==> src/rtl/hona_pkg.sv <==
`timescale 1ns / 1ps
package hona_pkg;
  localparam int MaxNeighborsDef = 64;
  localparam int CordicStepsDef  = 16;
  localparam int TableLen        = 24;
  localparam int PosW            = 20;
  localparam int OutW            = 16;
  localparam int CntOutW         = 7;
  localparam int StatW           = 2;
  localparam int DW              = 21;
  localparam int CW              = 34;  // CORDIC datapath width
  localparam int AW              = 32;  // binary angle width

  localparam logic [StatW-1:0] ST_OK    = 2'd0;
  localparam logic [StatW-1:0] ST_EMPTY = 2'd1;
  localparam logic [StatW-1:0] ST_DROP  = 2'd2;

  localparam logic signed [CW-1:0] CordicGain = 34'sd163008218;

  // unit operating modes
  localparam logic MODE_VEC = 1'b0;
  localparam logic MODE_ROT = 1'b1;

  typedef struct packed {
    logic             start;
    logic             mode;
    logic signed [CW-1:0] x0;
    logic signed [CW-1:0] y0;
    logic [AW-1:0]    z0;
  } cordic_req_t;

  typedef struct packed {
    logic             done;
    logic signed [CW-1:0] x;
    logic signed [CW-1:0] y;
    logic [AW-1:0]    z;
  } cordic_rsp_t;

  function automatic logic [AW-1:0] atan_turn(input logic [4:0] i);
    logic [AW-1:0] r;
    begin
      case (i)
        5'd0:  r = 32'h20000000;  5'd1:  r = 32'h12E4051E;
        5'd2:  r = 32'h09FB385B;  5'd3:  r = 32'h051111D4;
        5'd4:  r = 32'h028B0D43;  5'd5:  r = 32'h0145D7E1;
        5'd6:  r = 32'h00A2F61E;  5'd7:  r = 32'h00517C55;
        5'd8:  r = 32'h0028BE53;  5'd9:  r = 32'h00145F2F;
        5'd10: r = 32'h000A2F98;  5'd11: r = 32'h000517CC;
        5'd12: r = 32'h00028BE6;  5'd13: r = 32'h000145F3;
        5'd14: r = 32'h0000A2FA;  5'd15: r = 32'h0000517D;
        5'd16: r = 32'h000028BE;  5'd17: r = 32'h0000145F;
        5'd18: r = 32'h00000A30;  5'd19: r = 32'h00000518;
        5'd20: r = 32'h0000028C;  5'd21: r = 32'h00000146;
        5'd22: r = 32'h000000A3;  5'd23: r = 32'h00000051;
        default: r = '0;
      endcase
      return r;
    end
  endfunction
endpackage

==> src/rtl/hona_cordic.sv <==
`timescale 1ns / 1ps
module hona_cordic #(
  parameter int CORDIC_STEPS = hona_pkg::CordicStepsDef
) (
  input  logic                 clk,
  input  logic                 rst_n,
  input  hona_pkg::cordic_req_t req,
  output hona_pkg::cordic_rsp_t rsp
);
  import hona_pkg::*;

  localparam int NSteps = (CORDIC_STEPS < TableLen) ? CORDIC_STEPS : TableLen;

  logic                 busy_r, busy_nxt;
  logic                 mode_r, mode_nxt;
  logic [4:0]           i_r, i_nxt;
  logic signed [CW-1:0] x_r, x_nxt, y_r, y_nxt;
  logic [AW-1:0]        z_r, z_nxt;
  logic                 done_r, done_nxt;
  logic signed [CW-1:0] xs, ys;
  logic                 dir_pos;

  // one micro-rotation per cycle; arithmetic shift equals floor
  always_comb begin
    xs = x_r >>> i_r;
    ys = y_r >>> i_r;
    dir_pos = (mode_r == MODE_VEC) ? !y_r[CW-1] : !z_r[AW-1];
    busy_nxt = busy_r;
    mode_nxt = mode_r;
    i_nxt    = i_r;
    x_nxt    = x_r;
    y_nxt    = y_r;
    z_nxt    = z_r;
    done_nxt = 1'b0;
    if (req.start) begin
      busy_nxt = 1'b1;
      mode_nxt = req.mode;
      i_nxt    = '0;
      x_nxt    = req.x0;
      y_nxt    = req.y0;
      z_nxt    = req.z0;
    end else if (busy_r) begin
      if ((mode_r == MODE_VEC) == dir_pos) begin
        // vectoring y>=0 or rotating z<0
        x_nxt = x_r + ys;
        y_nxt = y_r - xs;
      end else begin
        x_nxt = x_r - ys;
        y_nxt = y_r + xs;
      end
      if (dir_pos == (mode_r == MODE_VEC)) begin
        if (mode_r == MODE_VEC) z_nxt = z_r + atan_turn(i_r);
        else                    z_nxt = z_r + atan_turn(i_r);
      end else begin
        z_nxt = z_r - atan_turn(i_r);
      end
      if (i_r == 5'(NSteps - 1)) begin
        busy_nxt = 1'b0;
        done_nxt = 1'b1;
      end
      i_nxt = i_r + 5'd1;
    end
  end

  always_ff @(posedge clk) begin
    if (!rst_n) begin
      busy_r <= 1'b0;
      done_r <= 1'b0;
    end else begin
      busy_r <= busy_nxt;
      done_r <= done_nxt;
    end
    mode_r <= mode_nxt;
    i_r    <= i_nxt;
    x_r    <= x_nxt;
    y_r    <= y_nxt;
    z_r    <= z_nxt;
  end

  assign rsp.done = done_r;
  assign rsp.x    = x_r;
  assign rsp.y    = y_r;
  assign rsp.z    = z_r;
endmodule

==> src/rtl/hona_divider.sv <==
`timescale 1ns / 1ps
module hona_divider #(
  parameter int NW = 32,
  parameter int DVW = 11
) (
  input  logic           clk,
  input  logic           rst_n,
  input  logic           start,
  input  logic [NW-1:0]  num,
  input  logic [DVW-1:0] den,
  output logic           done,
  output logic [NW-1:0]  quo
);
  localparam int CntW = $clog2(NW + 1);

  logic            busy_r, busy_nxt, done_r, done_nxt;
  logic [CntW-1:0] cnt_r, cnt_nxt;
  logic [NW-1:0]   q_r, q_nxt;
  logic [DVW:0]    rem_r, rem_nxt;
  logic [DVW-1:0]  den_r, den_nxt;
  logic [DVW:0]    trial;

  // restoring division, one quotient bit per cycle
  always_comb begin
    busy_nxt = busy_r;
    done_nxt = 1'b0;
    cnt_nxt  = cnt_r;
    q_nxt    = q_r;
    rem_nxt  = rem_r;
    den_nxt  = den_r;
    trial    = {rem_r[DVW-1:0], q_r[NW-1]};
    if (start) begin
      busy_nxt = 1'b1;
      cnt_nxt  = '0;
      q_nxt    = num;
      rem_nxt  = '0;
      den_nxt  = den;
    end else if (busy_r) begin
      if (trial >= {1'b0, den_r}) begin
        rem_nxt = trial - {1'b0, den_r};
        q_nxt   = {q_r[NW-2:0], 1'b1};
      end else begin
        rem_nxt = trial;
        q_nxt   = {q_r[NW-2:0], 1'b0};
      end
      cnt_nxt = cnt_r + 1'b1;
      if (cnt_r == CntW'(NW - 1)) begin
        busy_nxt = 1'b0;
        done_nxt = 1'b1;
      end
    end
  end

  always_ff @(posedge clk) begin
    if (!rst_n) begin
      busy_r <= 1'b0;
      done_r <= 1'b0;
    end else begin
      busy_r <= busy_nxt;
      done_r <= done_nxt;
    end
    cnt_r <= cnt_nxt;
    q_r   <= q_nxt;
    rem_r <= rem_nxt;
    den_r <= den_nxt;
  end

  assign done = done_r;
  assign quo  = q_r;
endmodule

==> src/rtl/hexatic_order_neighbor_accumulator.sv <==
`timescale 1ns / 1ps
// Channel | Direction | Signals
// in_     | input     | in_valid/in_ready, own_x/y, nbr_x/y, same_frame, is_self, last
// out_    | output    | out_valid/out_ready, phi_re, phi_im, neighbor_count, status
// cfg_    | input     | cfg_we, cfg_data (max_range)
// Accept to next accept: a rejected, dropped or coincident candidate passes S_SQX,
// S_SQY, S_CMP and S_FIN; one that runs both CORDIC passes also passes S_WVEC,
// S_VEC, S_WROT and S_ACC. A last item adds S_OUT, held until out_ready, and with
// a nonzero count two serial divisions (S_DIVC, S_DIVS), one quotient bit per cycle.
// Both CORDIC passes share one micro-rotation unit; the squares share one multiplier.
// Synchronous active-low reset clears sums, count, the drop flag and the sequencer.
// in_ready is low while an item is in progress or a result waits on out_ready.
module hexatic_order_neighbor_accumulator #(
  parameter int MAX_NEIGHBORS = hona_pkg::MaxNeighborsDef,
  parameter int CORDIC_STEPS  = hona_pkg::CordicStepsDef
) (
  input  logic clk,
  input  logic rst_n,
  input  logic cfg_we,
  input  logic [19:0] cfg_data,
  input  logic in_valid,
  output logic in_ready,
  input  logic signed [hona_pkg::PosW-1:0] in_own_x,
  input  logic signed [hona_pkg::PosW-1:0] in_own_y,
  input  logic signed [hona_pkg::PosW-1:0] in_nbr_x,
  input  logic signed [hona_pkg::PosW-1:0] in_nbr_y,
  input  logic in_same_frame,
  input  logic in_is_self,
  input  logic in_last,
  output logic out_valid,
  input  logic out_ready,
  output logic signed [hona_pkg::OutW-1:0] out_phi_re,
  output logic signed [hona_pkg::OutW-1:0] out_phi_im,
  output logic [hona_pkg::CntOutW-1:0] out_neighbor_count,
  output logic [hona_pkg::StatW-1:0] out_status
);
  import hona_pkg::*;

  localparam int CntW = $clog2(MAX_NEIGHBORS + 1);
  localparam int SumW = 16 + CntW;
  localparam int DvW  = (CntW > 1) ? CntW : 2;

  localparam logic [3:0] S_IDLE = 4'd0, S_SQX = 4'd1, S_SQY = 4'd2, S_CMP = 4'd3,
                         S_VEC = 4'd4, S_ROT = 4'd5, S_ACC = 4'd6, S_FIN = 4'd7,
                         S_DIVC = 4'd8, S_DIVS = 4'd9, S_OUT = 4'd10,
                         S_WVEC = 4'd11, S_WROT = 4'd12;

  logic [3:0] st_r, st_nxt;
  logic [19:0] range_r;
  logic signed [DW-1:0] dx_r, dy_r;
  logic ok_r, last_r;
  logic [41:0] acc_r, acc_nxt, prod;
  logic [20:0] mul_a;
  logic signed [SumW-1:0] sc_r, ss_r, sc_nxt, ss_nxt;
  logic [CntW-1:0] cnt_r, cnt_nxt;
  logic drop_r, drop_nxt;
  logic [1:0] q_r;
  logic signed [OutW-1:0] re_r, im_r, re_nxt, im_nxt;
  logic [CntOutW-1:0] oc_r, oc_nxt;
  logic [StatW-1:0] os_r, os_nxt;

  cordic_req_t creq;
  cordic_rsp_t crsp;
  logic dstart, ddone;
  logic [SumW-1:0] dnum, dquo;

  hona_cordic #(.CORDIC_STEPS(CORDIC_STEPS)) u_cordic (
    .clk(clk), .rst_n(rst_n), .req(creq), .rsp(crsp));

  hona_divider #(.NW(SumW), .DVW(DvW)) u_div (
    .clk(clk), .rst_n(rst_n), .start(dstart), .num(dnum),
    .den(DvW'(cnt_r)), .done(ddone), .quo(dquo));

  // shared squaring multiplier
  assign mul_a = (st_r == S_SQX) ? (dx_r[DW-1] ? 21'(-dx_r) : 21'(dx_r))
               : (st_r == S_SQY) ? (dy_r[DW-1] ? 21'(-dy_r) : 21'(dy_r))
               : {1'b0, range_r};
  assign prod = 42'(mul_a) * 42'(mul_a);

  function automatic logic signed [OutW-1:0] to_q14(input logic signed [CW-1:0] v);
    logic signed [CW-1:0] r;
    begin
      r = (v + CW'(8192)) >>> 14;
      if (r > CW'(16384)) r = CW'(16384);
      if (r < -CW'(16384)) r = -CW'(16384);
      return OutW'(r);
    end
  endfunction

  logic signed [CW-1:0] cx, sy;
  logic [SumW-1:0] mag;
  logic [AW-1:0] a6, ar;
  logic [1:0] qd;
  logic signed [CW-1:0] vx0, vy0;

  always_comb begin
    unique case (q_r)
      2'd0: begin cx = crsp.x;  sy = crsp.y;  end
      2'd1: begin cx = -crsp.y; sy = crsp.x;  end
      2'd2: begin cx = -crsp.x; sy = -crsp.y; end
      default: begin cx = crsp.y; sy = -crsp.x; end
    endcase
    a6 = crsp.z * 32'd6;
    qd = 2'((a6 + 32'h20000000) >> 30);
    ar = a6 - {qd, 30'd0};
    vx0 = CW'(dy_r) <<< 10;
    vy0 = CW'(dx_r) <<< 10;
    // cosine sum goes first (started from S_FIN), sine sum second
    mag = (st_r == S_FIN) ? (sc_r[SumW-1] ? SumW'(-sc_r) : SumW'(sc_r))
                          : (ss_r[SumW-1] ? SumW'(-ss_r) : SumW'(ss_r));
    dnum = mag + SumW'(cnt_r >> 1);
  end

  always_comb begin
    st_nxt = st_r; acc_nxt = acc_r; sc_nxt = sc_r; ss_nxt = ss_r;
    cnt_nxt = cnt_r; drop_nxt = drop_r;
    re_nxt = re_r; im_nxt = im_r; oc_nxt = oc_r; os_nxt = os_r;
    creq = '0; dstart = 1'b0;
    unique case (st_r)
      S_IDLE: if (in_valid) st_nxt = S_SQX;
      S_SQX: begin acc_nxt = prod; st_nxt = S_SQY; end
      S_SQY: begin acc_nxt = acc_r + prod; st_nxt = S_CMP; end
      S_CMP: begin
        if (ok_r && acc_r < prod) begin
          if (cnt_r >= CntW'(MAX_NEIGHBORS)) begin
            drop_nxt = 1'b1; st_nxt = S_FIN;
          end else if (dx_r == '0 && dy_r == '0) begin
            sc_nxt = sc_r + SumW'(16384); cnt_nxt = cnt_r + 1'b1; st_nxt = S_FIN;
          end else begin
            creq.start = 1'b1; creq.mode = MODE_VEC;
            creq.x0 = vx0[CW-1] ? -vx0 : vx0;
            creq.y0 = vx0[CW-1] ? -vy0 : vy0;
            creq.z0 = vx0[CW-1] ? 32'h80000000 : '0;
            st_nxt = S_WVEC;
          end
        end else st_nxt = S_FIN;
      end
      S_WVEC: if (crsp.done) st_nxt = S_VEC;
      S_VEC: begin
        creq.start = 1'b1; creq.mode = MODE_ROT;
        creq.x0 = CordicGain; creq.y0 = '0; creq.z0 = ar;
        st_nxt = S_WROT;
      end
      S_WROT: if (crsp.done) st_nxt = S_ACC;
      S_ACC: begin
        sc_nxt = sc_r + SumW'(to_q14(cx));
        ss_nxt = ss_r + SumW'(to_q14(sy));
        cnt_nxt = cnt_r + 1'b1;
        st_nxt = S_FIN;
      end
      S_FIN: begin
        if (!last_r) st_nxt = S_IDLE;
        else if (cnt_r == '0) begin
          re_nxt = '0; im_nxt = '0; oc_nxt = '0; os_nxt = ST_EMPTY; st_nxt = S_OUT;
        end else begin
          dstart = 1'b1; st_nxt = S_DIVC;
        end
      end
      S_DIVC: if (ddone) begin
        re_nxt = OutW'(sc_r[SumW-1] ? -dquo : dquo);
        dstart = 1'b1; st_nxt = S_DIVS;
      end
      S_DIVS: if (ddone) begin
        im_nxt = OutW'(ss_r[SumW-1] ? -dquo : dquo);
        oc_nxt = CntOutW'(cnt_r);
        os_nxt = drop_r ? ST_DROP : ST_OK;
        st_nxt = S_OUT;
      end
      S_OUT: if (out_ready) begin
        st_nxt = S_IDLE; sc_nxt = '0; ss_nxt = '0; cnt_nxt = '0; drop_nxt = 1'b0;
      end
      default: st_nxt = S_IDLE;
    endcase
  end

  always_ff @(posedge clk) begin
    if (!rst_n) begin
      st_r <= S_IDLE; range_r <= '0; sc_r <= '0; ss_r <= '0;
      cnt_r <= '0; drop_r <= 1'b0;
    end else begin
      st_r <= st_nxt; sc_r <= sc_nxt; ss_r <= ss_nxt;
      cnt_r <= cnt_nxt; drop_r <= drop_nxt;
      if (cfg_we) range_r <= cfg_data;
    end
    acc_r <= acc_nxt;
    re_r <= re_nxt; im_r <= im_nxt; oc_r <= oc_nxt; os_r <= os_nxt;
    if (st_r == S_IDLE && in_valid) begin
      dx_r <= DW'(in_nbr_x) - DW'(in_own_x);
      dy_r <= DW'(in_nbr_y) - DW'(in_own_y);
      ok_r <= in_same_frame && !in_is_self;
      last_r <= in_last;
    end
    if (st_r == S_VEC) q_r <= qd;
  end

  assign in_ready = (st_r == S_IDLE);
  assign out_valid = (st_r == S_OUT);
  assign out_phi_re = re_r;
  assign out_phi_im = im_r;
  assign out_neighbor_count = oc_r;
  assign out_status = os_r;
endmodule
==> config.mk <==
export PLATFORM = sky130hd
export DESIGN_NAME = hexatic_order_neighbor_accumulator
export DESIGN_NICKNAME = d
export VERILOG_FILES = /design/src/rtl/hona_pkg.sv /design/src/rtl/hona_cordic.sv /design/src/rtl/hona_divider.sv /design/src/rtl/hexatic_order_neighbor_accumulator.sv
export SDC_FILE = /design/constraint.sdc
export NUM_CORES = 2
export LEC_CHECK = 0
export BUFFER_PORTS_ARGS = -buffer_cell sky130_fd_sc_hd__buf_2
export CORE_UTILIZATION = 40
export DETAILED_ROUTE_END_ITERATION = 8
export HOLD_SLACK_MARGIN = 0.12
export PLACE_DENSITY = 0.62
export SYNTH_ARGS = -nofsm -noshare
export SYNTH_HDL_FRONTEND = slang
export SYNTH_SLANG_ARGS = --single-unit
==> constraint.sdc <==
create_clock -name clk -period 40.7 [get_ports clk]
set_input_delay 8.14 -clock clk [delete_from_list [all_inputs] [get_ports clk]]
set_output_delay 8.14 -clock clk [all_outputs]
set_load 0.01 [all_outputs]
# After elaboration in Yosys (flattened, before gate mapping)

Memories as Yosys holds them, arrays and structs flattened. A register that Yosys moved wholly into a read port is not among the register bits.
Index checks and enable logic that the tools add are counted.

Register bits after elaboration: 359
ROM bits: 2880
Input bits: 108
Output and inout bits: 43
Word-level logic and storage cells: 248
Memories kept: 3

$add $sub $neg: 31
Multipliers: 2
Magnitude comparators: 7
Equal/unequal tests: 29
Shift operators: 2
Multiplexer cells: 113
Bitwise operators: 4
Reductions and logical operators: 28

Memory list:

| memory           | depth | width | read ports | clocked after memory_dff | wr ports | RTL line       | RTL |
|---|---|---|---|---|---|---|---|
| (name not given) | 32    | 30    | 1          | 1                        | 0        | hona_pkg.sv:42 | `case (i)` |
| (name not given) | 32    | 30    | 1          | 1                        | 0        | hona_pkg.sv:42 |  |
| (name not given) | 32    | 30    | 1          | 1                        | 0        | hona_pkg.sv:42 |  |

Operators with widths:

| cell                   | number |
|---|---|
| $mux 32                | 16 |
| $mux 34                | 12 |
| $mux 102               | 3 |
| $mux 23                | 9 |
| $pmux 102 s2           | 1 |
| $pmux 34 s3            | 2 |
| $mux 16                | 10 |
| $mux 21                | 4 |
| $pmux 42 s2            | 1 |
| $pmux 23 s3            | 1 |
| $add 34x15->34 const B | 2 |
| $add 34x34->34         | 2 |
| $lt 34x15->1 const B   | 2 |
| $neg 31->34            | 2 |
| $neg 34->34            | 2 |
| $sshr 34x5->34         | 2 |
| $sub 34x34->34         | 2 |
| $add 32x32->32         | 2 |
| $pmux 16 s2            | 2 |
| $sub 32x32->32         | 2 |
| $mux 7                 | 8 |
| $pmux 4 s12            | 1 |
| $add 23x16->23         | 2 |
| $neg 23->23            | 2 |
| 50 further kinds       | 124 |

# Depth between registers and ports, before layout

Depth in word-level cells: 15
Mapped depth: 61
Depth with buffers taken out: 58

# Cells and area by module

A second synthesis with hierarchy kept.

Cells, all modules: 6676
Area total of the unflattened synthesis: 55823.5 um^2

By module, submodules not included:

| module                             | instances | cells an instance | area an instance (um^2) | sequential area each (um^2) |
|---|---|---|---|---|
| hexatic_order_neighbor_accumulator | 1         | 4436              | 35948.2                 | 5435.2 |
| hona_cordic                        | 1         | 2051              | 17595.6                 | 3773.6 |
| hona_divider                       | 1         | 189               | 2279.7                  | 1181.1 |

# Worst setup path before layout

Ideal clock, no wire load.

Path type: register to register
Start point: register st_r[1]
End point: register u_cordic.x_r[0], enable pin
Library setup time: 0.463 ns
Arrival: 14.031 ns
Data required time: 40.237 ns
Setup slack: 26.205 ns
Cell stages (with the launch flop): 48
Path buffers: 5
Period minus slack after synthesis: 14.495 ns
Cells stage by stage: dfxtp_1 -> clkbuf_1 -> nor2_1 -> and2_1 -> nor2_1 -> inv_1 -> clkbuf_1 -> buf_1 -> o21ai_0 -> a21oi_1 -> clkbuf_1 -> nand2_1 -> fa_1 -> fa_1 -> fa_1 -> inv_1 -> fa_1 -> fa_1 -> [12 not listed] -> a21o_1 -> a21o_1 -> a21oi_1 -> xor2_1 -> inv_1 -> ha_1 -> nand2b_1 -> a221oi_1 -> o31ai_1 -> a21oi_1 -> o21a_1 -> nor3_1 -> o21ai_0 -> or3_1 -> a31oi_1 -> o21a_1 -> buf_2 -> or3_1

Longest elaborated chain between the ends: 9
Elaborated cells between the ends (all ways): 12
Classes of those cells: mul: 1; order compare: 1; eq/ne: 4; mux: 4; reduce/logical: 2

RTL lines:

| element                       | RTL line                                  | RTL |
|---|---|---|
| start, declared               | hexatic_order_neighbor_accumulator.sv:48  | `logic [3:0] st_r, st_nxt;` |
| start signal, assigned        | hexatic_order_neighbor_accumulator.sv:181 | `st_r <= st_nxt; sc_r <= sc_nxt; ss_r <= ss_nxt;` |
| $eq 4x2->1                    | hexatic_order_neighbor_accumulator.sv:76  | `: (st_r == S_SQY) ? (dy_r[DW-1] ? 21'(-dy_r) : 21'(dy_r))` |
| $mux 21                       | hexatic_order_neighbor_accumulator.sv:76  |  |
| $mux 21                       | hexatic_order_neighbor_accumulator.sv:75  | `assign mul_a = (st_r == S_SQX) ? (dx_r[DW-1] ? 21'(-dx_r) : 21'(dx_r))` |
| $mul 21x21->42                | hexatic_order_neighbor_accumulator.sv:78  | `assign prod = 42'(mul_a) * 42'(mul_a);` |
| $lt 42x42->1                  | hexatic_order_neighbor_accumulator.sv:124 | `if (ok_r && acc_r < prod) begin` |
| $logic_and 1x1->1             | hexatic_order_neighbor_accumulator.sv:124 |  |
| $mux 102                      | hexatic_order_neighbor_accumulator.sv:124 |  |
| $pmux 102 s2 *                | hexatic_order_neighbor_accumulator.sv:119 | `unique case (st_r)` |
| $reduce_bool 2->1 (no line) * | n/a                                       |  |
| end signal, assigned          | hona_cordic.sv:75                         | `x_r <= x_nxt;` |
| end, declared                 | hona_cordic.sv:17                         | `logic signed [CW-1:0] x_r, x_nxt, y_r, y_nxt;` |

Every way passes the cells marked *; elsewhere a longest branch is shown, timed or not.
A chain may end at the register's enable or synchronous reset.

==> results.sh <==
export IMPL_cp_arrival_ps=16410
export IMPL_cts_tree="done"
export IMPL_yosysSeqAreaShare_pct=19.3
export IMPL_place_inst=8124
export IMPL_min_period_ps=15890
export IMPL_status="finished clean"
export IMPL_clk_pin_slew_ps=60
export IMPL_maxSlewViolCount=0
export IMPL_synth_area_um2=53800
export IMPL_layout_nets=7321
export IMPL_track_usage_pct=24.1
export IMPL_wirelength_mm=165
export IMPL_finalNonFillerCells=8222
export IMPL_critPathTopFamily="adder cells"
export IMPL_grt_pass1_vias=46200
export IMPL_slew_headroom_pct=13.7
export IMPL_cp_num_buf_inv=9
export IMPL_drc=0
export IMPL_syn_avg_cell_area_um2=8.39
export IMPL_yosysUniqueCellTypes=108
export IMPL_finalSetupTns_ps=0
export IMPL_clk_latency_ps=690
export IMPL_row_count=134
export IMPL_yosysWarnings=0
export IMPL_cts_made_buffers=51
export IMPL_area_growth_synth_to_final_pct=7.91
export IMPL_fmax_ghz=0.0629
export IMPL_coreArea_um2=133000
export IMPL_ys_seq_elements=389
export IMPL_grt_max_degree=76
export IMPL_end_kind="flop"
export IMPL_ys_flop_type="edfxtp_1"
export IMPL_startpoint_type="flop"
export IMPL_overflow=0
export IMPL_die_w_um=369
export IMPL_wl_per_cell_um=20.0
export IMPL_finClkSkew_ps=69.0
export IMPL_syn_nets=7322
export IMPL_worst_pin_slew_ps=1290
export IMPL_die_area_um2=136000
export IMPL_cts_buffer_depth=3
export IMPL_port_buffers=150
export IMPL_grt_first_pass_wirelength_mm=261
export IMPL_hpwl_mm=128
export IMPL_ant_nets=0
export IMPL_drt_pass1_iterations=6
export IMPL_hold_viol_final=0
export IMPL_antenna_found_initial=5
export IMPL_routed_via_density=5.75
export IMPL_hold_path_class="reg -> reg"
export IMPL_final_cell_mix="inv_1, nor2_1, nand2_1"
export IMPL_syn_inst=6410
export IMPL_grt_setup_unrepaired="no"
export IMPL_cts_setup_buffers=0
export IMPL_fin_crit_sh_pct=39.0
export IMPL_cts_root_buf="clkbuf_16"
export IMPL_layout_drive_gt1_share_pct=8.23
export IMPL_layout_commonest_cell="inv_1"
export IMPL_dr_first_iter_drc_count=4190
export IMPL_cts_sinks=389
export IMPL_setup_viol=0
export IMPL_start_util_pct=40.3
export IMPL_cpMaxStageDelayCell="clkinv_1"
export IMPL_crit_type="reg -> reg"
export IMPL_critPathMaxFanout=55
export IMPL_maxCapViolCount=0
export IMPL_required_ps=41230
export IMPL_cts_repair_resized=0
export IMPL_vias=47300
export IMPL_postCtsHoldBufs=0
export IMPL_synth_edf_count=260
export IMPL_htreeDepth=2
export IMPL_io_pins=151
export IMPL_gp_congestion=0.944
export IMPL_die_h_um=369
export IMPL_synth_async_reset_ratio_pct=0
export IMPL_slowest_delay_ps=910
-- path summary, 6_finish.rpt --
kind | startpoint | endpoint | slack, ps | cells past startpoint
setup / recovery | dx_r[0]$_DFFE_PP_ | flop | 24810 | 55
hold / removal | drop_r$_SDFFE_PN0P_ | drop_r$_SDFFE_PN0P_ | 470 | 2
setup reg to reg | dx_r[0]$_DFFE_PP_ | flop | 24810 | 55
hold reg to reg | drop_r$_SDFFE_PN0P_ | drop_r$_SDFFE_PN0P_ | 470 | 2
-- stage by stage --
step                      worst slack, ps  area (um2)  hold slack, ps  util (%)
after detailed placement            24960       56300             459      42.2
after floorplan                     26210       53800             429         -
final                               24810       58100             475      43.5
after CTS                           24890       58100             473      43.5
after global placement              25220       56300             449      42.2
after global routing                23980       58100             512      43.5
-- synthesized netlist by cell type (20+ instances only) --
| master | n | area [um2] |
|---|---|---|
| a21boi_0 | 26 | 195 |
| a21o_1 | 112 | 841 |
| clkbuf_1 | 200 | 751 |
| and2_1 | 26 | 163 |
| mux2i_1 | 92 | 921 |
| o211ai_1 | 33 | 248 |
| dfxtp_1 | 129 | 2580 |
| xnor2_1 | 308 | 2700 |
| nor4_1 | 35 | 219 |
| o22ai_1 | 32 | 200 |
| nand2_1 | 601 | 2260 |
| o21bai_1 | 32 | 240 |
| nand3_1 | 125 | 626 |
| buf_1 | 35 | 131 |
| mux2_2 | 22 | 248 |
| nand4_1 | 45 | 282 |
| o31ai_1 | 71 | 533 |
| o21a_1 | 63 | 473 |
| and3_1 | 50 | 313 |
| nor2b_1 | 57 | 357 |
| ha_1 | 483 | 6040 |
| xor2_1 | 279 | 2440 |
| inv_1 | 651 | 2440 |
| o41ai_1 | 36 | 315 |
| nor2_1 | 629 | 2360 |
| edfxtp_1 | 260 | 7810 |
| or4_1 | 20 | 150 |
| a21oi_1 | 410 | 2050 |
| mux4_2 | 85 | 1910 |
| buf_2 | 35 | 175 |
| nor3_1 | 151 | 756 |
| or2_2 | 23 | 144 |
| or3_1 | 56 | 350 |
| a211oi_1 | 53 | 398 |
| o21ai_0 | 339 | 1700 |
| a31o_2 | 21 | 184 |
| a31oi_1 | 62 | 388 |
| nand2b_1 | 68 | 425 |
| fa_1 | 321 | 6430 |
-- cell type report --
cell class                 count  area (um2)
sequential                   389       10400
fill                       13300       75400
clock buffer                  69        1440
tap                         1768        2210
multi-input combinational   5069       39800
timing repair buffer         229        1340
inverter                     669        2510
clock inverter                27         353
antenna                        2        5.00
-- flip-flops by register name, summed over array words and instances, names as in the netlist, 16 cells and up, named ones only --
signal,count
range_r,20
out_phi_im,16
u_cordic.y_r,34
dx_r,21
u_cordic.x_r,34
ss_r,23
u_div.quo,23
out_phi_re,16
u_cordic.z_r,32
dy_r,21
acc_r,42
sc_r,23
-- kinds of logic after synthesis --
logic type                 after synthesis  synth area share [%]
AOI/OAI and AO/OA                     1525                  18.5
and+or+nand+nor                       1951                  16.8
adders and majority gates              804                  23.2
muxes                                  202                  5.85
buffers and inverters                  952                  6.85
xor gates and xnor gates               587                  9.56
DFF                                    389                  19.3
-- routing by layer --
layer  track usage [%]  vias to the layer above  routed length [um]
met5                 0                        -                  23
met4              7.45                        4                5190
met3              3.57                      267               12600
met2              39.2                     1671               74500
met1              32.7                    22800               72600
li1                  -                    22600                   -
-- tightest hold or removal path, delay by kind of cell (launching register included) --
| family | cells | cell delay, ps |
|---|---|---|
| compound gates | 1 | 40 |
| flops | 1 | 320 |
| simple gates | 1 | 80 |
Power is not shown: default switching activity piles up to over one toggle a cycle in this logic, so the estimate is an artifact.
